[config.mk]
export PLATFORM = sky130hd
export DESIGN_NAME = ptm_ctrl
export DESIGN_NICKNAME = d
export VERILOG_FILES = /design/src/rtl/page_table_mapper_defines.svh /design/src/rtl/ptm_pkg.sv /design/src/rtl/ptm_ctrl.sv
export SDC_FILE = /design/constraint.sdc
export NUM_CORES = 1
export LEC_CHECK = 0
export BUFFER_PORTS_ARGS = -buffer_cell sky130_fd_sc_hd__buf_2
export CORE_AREA = 2 2 39 41
export CTS_CLUSTER_SIZE = 10
export DETAILED_ROUTE_END_ITERATION = 16
export DIE_AREA = 0 0 41 43
export HOLD_SLACK_MARGIN = 0.02
export PLACE_DENSITY_LB_ADDON = 0.3
export SYNTH_ARGS = -nofsm -noshare
export SYNTH_HDL_FRONTEND = slang
export SYNTH_SLANG_ARGS = --single-unit
[constraint.sdc]
create_clock -name clk -period 1.2 [get_ports clk]
set_input_delay 0 -clock clk [delete_from_list [all_inputs] [get_ports clk]]
set_output_delay 0 -clock clk [all_outputs]
set_load 0.005 [all_outputs]
[src/rtl/page_table_mapper_defines.svh]
// assertion macros for the page table mapper files
`ifndef PAGE_TABLE_MAPPER_DEFINES_SVH
`define PAGE_TABLE_MAPPER_DEFINES_SVH

// same-cycle implication, disabled in reset
`define PTM_ASSERT_IMP(name, ante, cons) \
  name: assert property (@(posedge clk) disable iff (!rst_n) (ante) |-> (cons)) \
    else $error("page table mapper assertion failed");

// next-cycle implication, disabled in reset
`define PTM_ASSERT_NXT(name, ante, cons) \
  name: assert property (@(posedge clk) disable iff (!rst_n) (ante) |=> (cons)) \
    else $error("page table mapper assertion failed");

`endif

[src/rtl/ptm_pkg.sv]
`timescale 1ns / 1ps
`default_nettype none

package ptm_pkg;

  // pool geometry
  localparam int POOL_PAGES = 16;
  localparam int IDX_W      = 9;
  localparam int ENTRIES    = 1 << IDX_W;
  localparam int PAGE_W     = $clog2(POOL_PAGES);
  localparam int CNT_W      = $clog2(POOL_PAGES + 1);
  localparam int ADDR_W     = PAGE_W + IDX_W;
  localparam int MEM_DEPTH  = POOL_PAGES * ENTRIES;
  localparam int PG_CMP_W   = 9;

  // entry layout
  localparam int BASE_W     = 40;
  localparam int SHIFT_PT   = 12;
  localparam int SHIFT_PD   = 21;
  localparam int SHIFT_PDPT = 30;
  localparam int SHIFT_PML4 = 39;

  // configuration port
  localparam int CFG_IDX_W  = 1;
  localparam int CFG_DATA_W = 52;
  localparam logic [CFG_IDX_W-1:0] CFG_POOL_BASE = 1'd0;
  localparam logic [CFG_IDX_W-1:0] CFG_DEF_FLAGS = 1'd1;
  localparam logic [11:0] DEF_FLAGS_RST = 12'h003;

  // request codes
  localparam logic OP_MAP  = 1'b0;
  localparam logic OP_READ = 1'b1;

  // result status codes
  localparam logic [1:0] ST_OK        = 2'd0;
  localparam logic [1:0] ST_EXHAUSTED = 2'd1;
  localparam logic [1:0] ST_OUTSIDE   = 2'd2;

  localparam logic [1:0] LVL_LAST = 2'd2;

  typedef struct packed {
    logic        op;
    logic [47:0] virt;
    logic [63:0] phys;
    logic [63:0] flags;
    logic [3:0]  read_page;
    logic [8:0]  read_index;
  } ptm_in_t;

  typedef struct packed {
    logic [1:0]  status;
    logic [63:0] read_data;
    logic [4:0]  pages_used;
  } ptm_out_t;

  // controller to datapath
  typedef struct packed {
    logic clr;
    logic load;
    logic issue;
    logic eval;
    logic leaf;
    logic push;
  } ptm_cmd_t;

  // datapath to controller
  typedef struct packed {
    logic clr_done;
    logic op_read;
    logic err;
    logic last_lvl;
  } ptm_sts_t;

endpackage

`default_nettype wire

[src/rtl/ptm_ctrl.sv]
`timescale 1ns / 1ps
`default_nettype none

module ptm_ctrl import ptm_pkg::*; (
  input  logic     clk,
  input  logic     rst_n,
  input  logic     in_valid,
  input  logic     out_free,
  output logic     in_stall,
  output ptm_cmd_t cmd,
  input  ptm_sts_t sts
);

  localparam logic [2:0] S_CLEAR = 3'd0;
  localparam logic [2:0] S_IDLE  = 3'd1;
  localparam logic [2:0] S_RD    = 3'd2;
  localparam logic [2:0] S_EV    = 3'd3;
  localparam logic [2:0] S_LEAF  = 3'd4;
  localparam logic [2:0] S_DONE  = 3'd5;

  logic [2:0] state_r;
  logic [2:0] state_nxt;

  // next state and commands
  always_comb begin
    state_nxt = state_r;
    cmd       = '0;
    case (state_r)
      S_CLEAR: begin
        cmd.clr = 1'b1;
        if (sts.clr_done) begin
          state_nxt = S_IDLE;
        end
      end
      S_IDLE: begin
        if (in_valid) begin
          cmd.load  = 1'b1;
          state_nxt = S_RD;
        end
      end
      S_RD: begin
        cmd.issue = 1'b1;
        state_nxt = S_EV;
      end
      S_EV: begin
        cmd.eval = 1'b1;
        if (sts.op_read || sts.err) begin
          state_nxt = S_DONE;
        end else if (sts.last_lvl) begin
          state_nxt = S_LEAF;
        end else begin
          state_nxt = S_RD;
        end
      end
      S_LEAF: begin
        cmd.leaf  = 1'b1;
        state_nxt = S_DONE;
      end
      S_DONE: begin
        if (out_free) begin
          cmd.push  = 1'b1;
          state_nxt = S_IDLE;
        end
      end
      default: begin
        state_nxt = S_IDLE;
      end
    endcase
  end

  always_ff @(posedge clk) begin
    if (!rst_n) begin
      state_r <= S_CLEAR;
    end else begin
      state_r <= state_nxt;
    end
  end

  assign in_stall = state_r != S_IDLE;

endmodule

`default_nettype wire
==> results.yml <==
critical_path:
  critPathMaxFanout: 3
  cp.required_ns: 1.35
  worst-setup-path-type: "flop to flop"
  start_kind: "flop"
  r2r_cells: 3
  end_kind: "flop"
  arrival_ns: 1.43
pwr:
  p_comb_frac: 0.415
  ir_drop_v: 0.0003352
  p_switching_uw: 181.0
  p_sw_frac: 0.3273
  clockPowerShare: 0.334
  p_int_uw: 372.1
  leakage_uw: 0.0002001
  p_seq_frac: 0.251
  powerDensity_nw_per_um2: 1386
timing:
  fin_crit_sh: 1.064
  hold_slack_ns: 0.03542
  rsz0062_at_grt: "yes"
  slew_viol_final: 0
  finalCriticalPeriod_ns: 1.277
  finalWorstSetupSlack_ns: -0.07709
  worstMarginPinSlew_ns: 0.3555
  timing.fmax_ghz: 0.7830
  setup_viol: 1
  final_hold_viol_count: 0
  finalClockSkew_ns: 0.006318
  slew-limit-headroom: 0.7593
global_route:
  grt-ovfl-total: 0
  grt_pass1_vias: 290
  grt_util_all_layers: 0.09729
  grt_max_degree: 10
  antenna_found_initial: 0
  grt_pass1_wl_mm: 1.104
cts:
  root_buffer: "clkbuf_4"
  cts_tree: "yes"
  htreeDepth: 1
  insertion_delay_ns: 0.24
  cts.hold.buffers_added: 0
  clock-sinks: 3
  clockBufferDepth: 2
  cts_buffers: 3
  cts.reportedPaths.clkPinSlew_ns: 0.04
synthesis:
  synth_compound_area_frac: 0.2963
  synth_area_leaders: "dfxtp_1 25%, a221oi_2 6.3%, mux2_4 6.3%"
  synth_cell_types: 22
  synth_top_area_cell: "dfxtp_1"
  synth_top_family_by_area: "compound AO/OA/AOI/OAI gates"
  synth-seq-cells: 3
  ys_seq_area_frac: 0.2540
  yosys.area.top_type_share: 0.2540
  synthXorXnorAreaFrac: 0
  netlist_instances: 28
  synth_mux_area_frac: 0.1058
  syn_area_um2: 236.5
  yosys.area_share.simple: 0.2804
  syn_nets: 36
  yosys_warnings: 0
  avgSynthCellArea_um2: 8.446
  yosys.area_share.adder: 0
die:
  die_x_um: 41
  initial_core_util: 0.1709
  die-area_um2: 1763
  die_h_um: 43
  rows: 14
  pin_count: 15
  core_area_um2: 1384
drt:
  dr.pass1.iters: 3
  drc: 0
  finalWirelength_um: 721
  avgRoutedWirePerCell_um: 11.09
  met2RoutedLength_um: 358
  drt_first_iter_violations: 1
  vias_per_cell: 4.708
  routed.top_layer: "met4"
  vias: 306
  ant_nets: 0
  met1_length_um: 295
  met3_wirelength_um: 46
flow_run:
  max-cap-violations: 0
placed_design:
  portBuffers: 14
  finalWeightedCongestion: 0.7799
  place_inst: 61
  hpwlAfterDp_um: 573.6
  place_area_um2: 360.3
outcome:
  failed_checks: "negative setup slack"
  status: "finished, violations left"
final_layout:
  largest_reg_flops: 3
  n_antenna_cell: 0
  fin_cells: 65
  layout_common_cells: "14 x buf_2, 4 x buf_4, 3 x clkbuf_4"
  area.growth.synth_to_final_pct: 68.78
  design_area_um2: 399.1
  layout_commonest_cell: "buf_2"
  reg_top3: "state_r: 3 flops"
  largest_register: "state_r"
  layout-drive-gt1-share: 0.5510
  nets: 58
worst_hold_path:
  hp-class: "primary input to flop"
  min_path_cells: 3
## kinds of logic after synthesis
| group | after synthesis |
|---|---|
| buffers and inverters | 4 |
| AOI/OAI and AO/OA | 8 |
| and+or+nand+nor | 11 |
| muxes | 2 |
| DFF | 3 |
## final cells by class
cell class              count  area [µm²]
clock buffers               4       26.28
inverters                   2       7.507
well taps                  16       20.02
repair buffers             19       111.4
multi-input cells          21       168.9
flip-flops and latches      3       65.06
fillers                   155       984.7
## routing by layer
metal,global-route usage,vias up
met4,0.1000,0
met3,0.01571,2
met1,0.1090,143
li1,-,151
met2,0.1406,10
met5,0,-
## per-stage QoR
step                power [µW]  setup TNS [ns]    util  setup WS [ns]
finish                   553.2        -0.07709  0.2884       -0.07709
global route             596.5         -0.1258  0.2884        -0.1037
CTS                      541.2        -0.07718  0.2794       -0.07718
floorplan                254.0        -0.06364       -       -0.06364
global placement         356.9        -0.04100  0.2604       -0.04100
detailed placement       354.8        -0.06147  0.2604       -0.06147
## power groups by stage
stage               clock (µW)  combinational, µW  sequential [µW]
finish                     185                229              139
global placement             0                219              138
CTS                        187                216              139
floorplan                    0                121              133
detailed placement           0                216              138
global route               202                254              141
## worst max-delay path, cell delays in order, from the launching register on
cell	delay (ns)
dfxtp_4	0.35
mux2_4	0.31
a221o_1	0.31
a221oi_2	0.22
## final timing paths
path | from | to | slack (ns)
worst max-delay path | state_r[2] | state_r[2] | -0.08
worst min-delay path | rst_n | state_r[2] | 0.04
worst max register to register | state_r[2] | state_r[2] | -0.08
worst min register to register | state_r[2] | state_r[1] | 0.57
## cells in the mapped netlist
library cell,instances
a21oi_1,1
a221o_1,1
a221oi_1,1
a221oi_2,1
and2_1,2
and2b_1,1
and3_1,1
and4b_1,1
clkbuf_1,2
dfxtp_1,3
inv_1,2
mux2_4,1
mux2i_1,1
nand2_1,1
nor2_1,2
nor3_1,1
nor3b_1,1
nor4_1,1
o21a_1,1
o21ai_0,1
o311a_1,1
o311ai_1,1
## what timing repair did
action                     in CTS  in global routing
pin swaps                       0                  1
setup endpoints to repair       3                  3
gates resized for setup         3                  1
setup buffers                   0                  1
(Power assumes the default switching activity.)
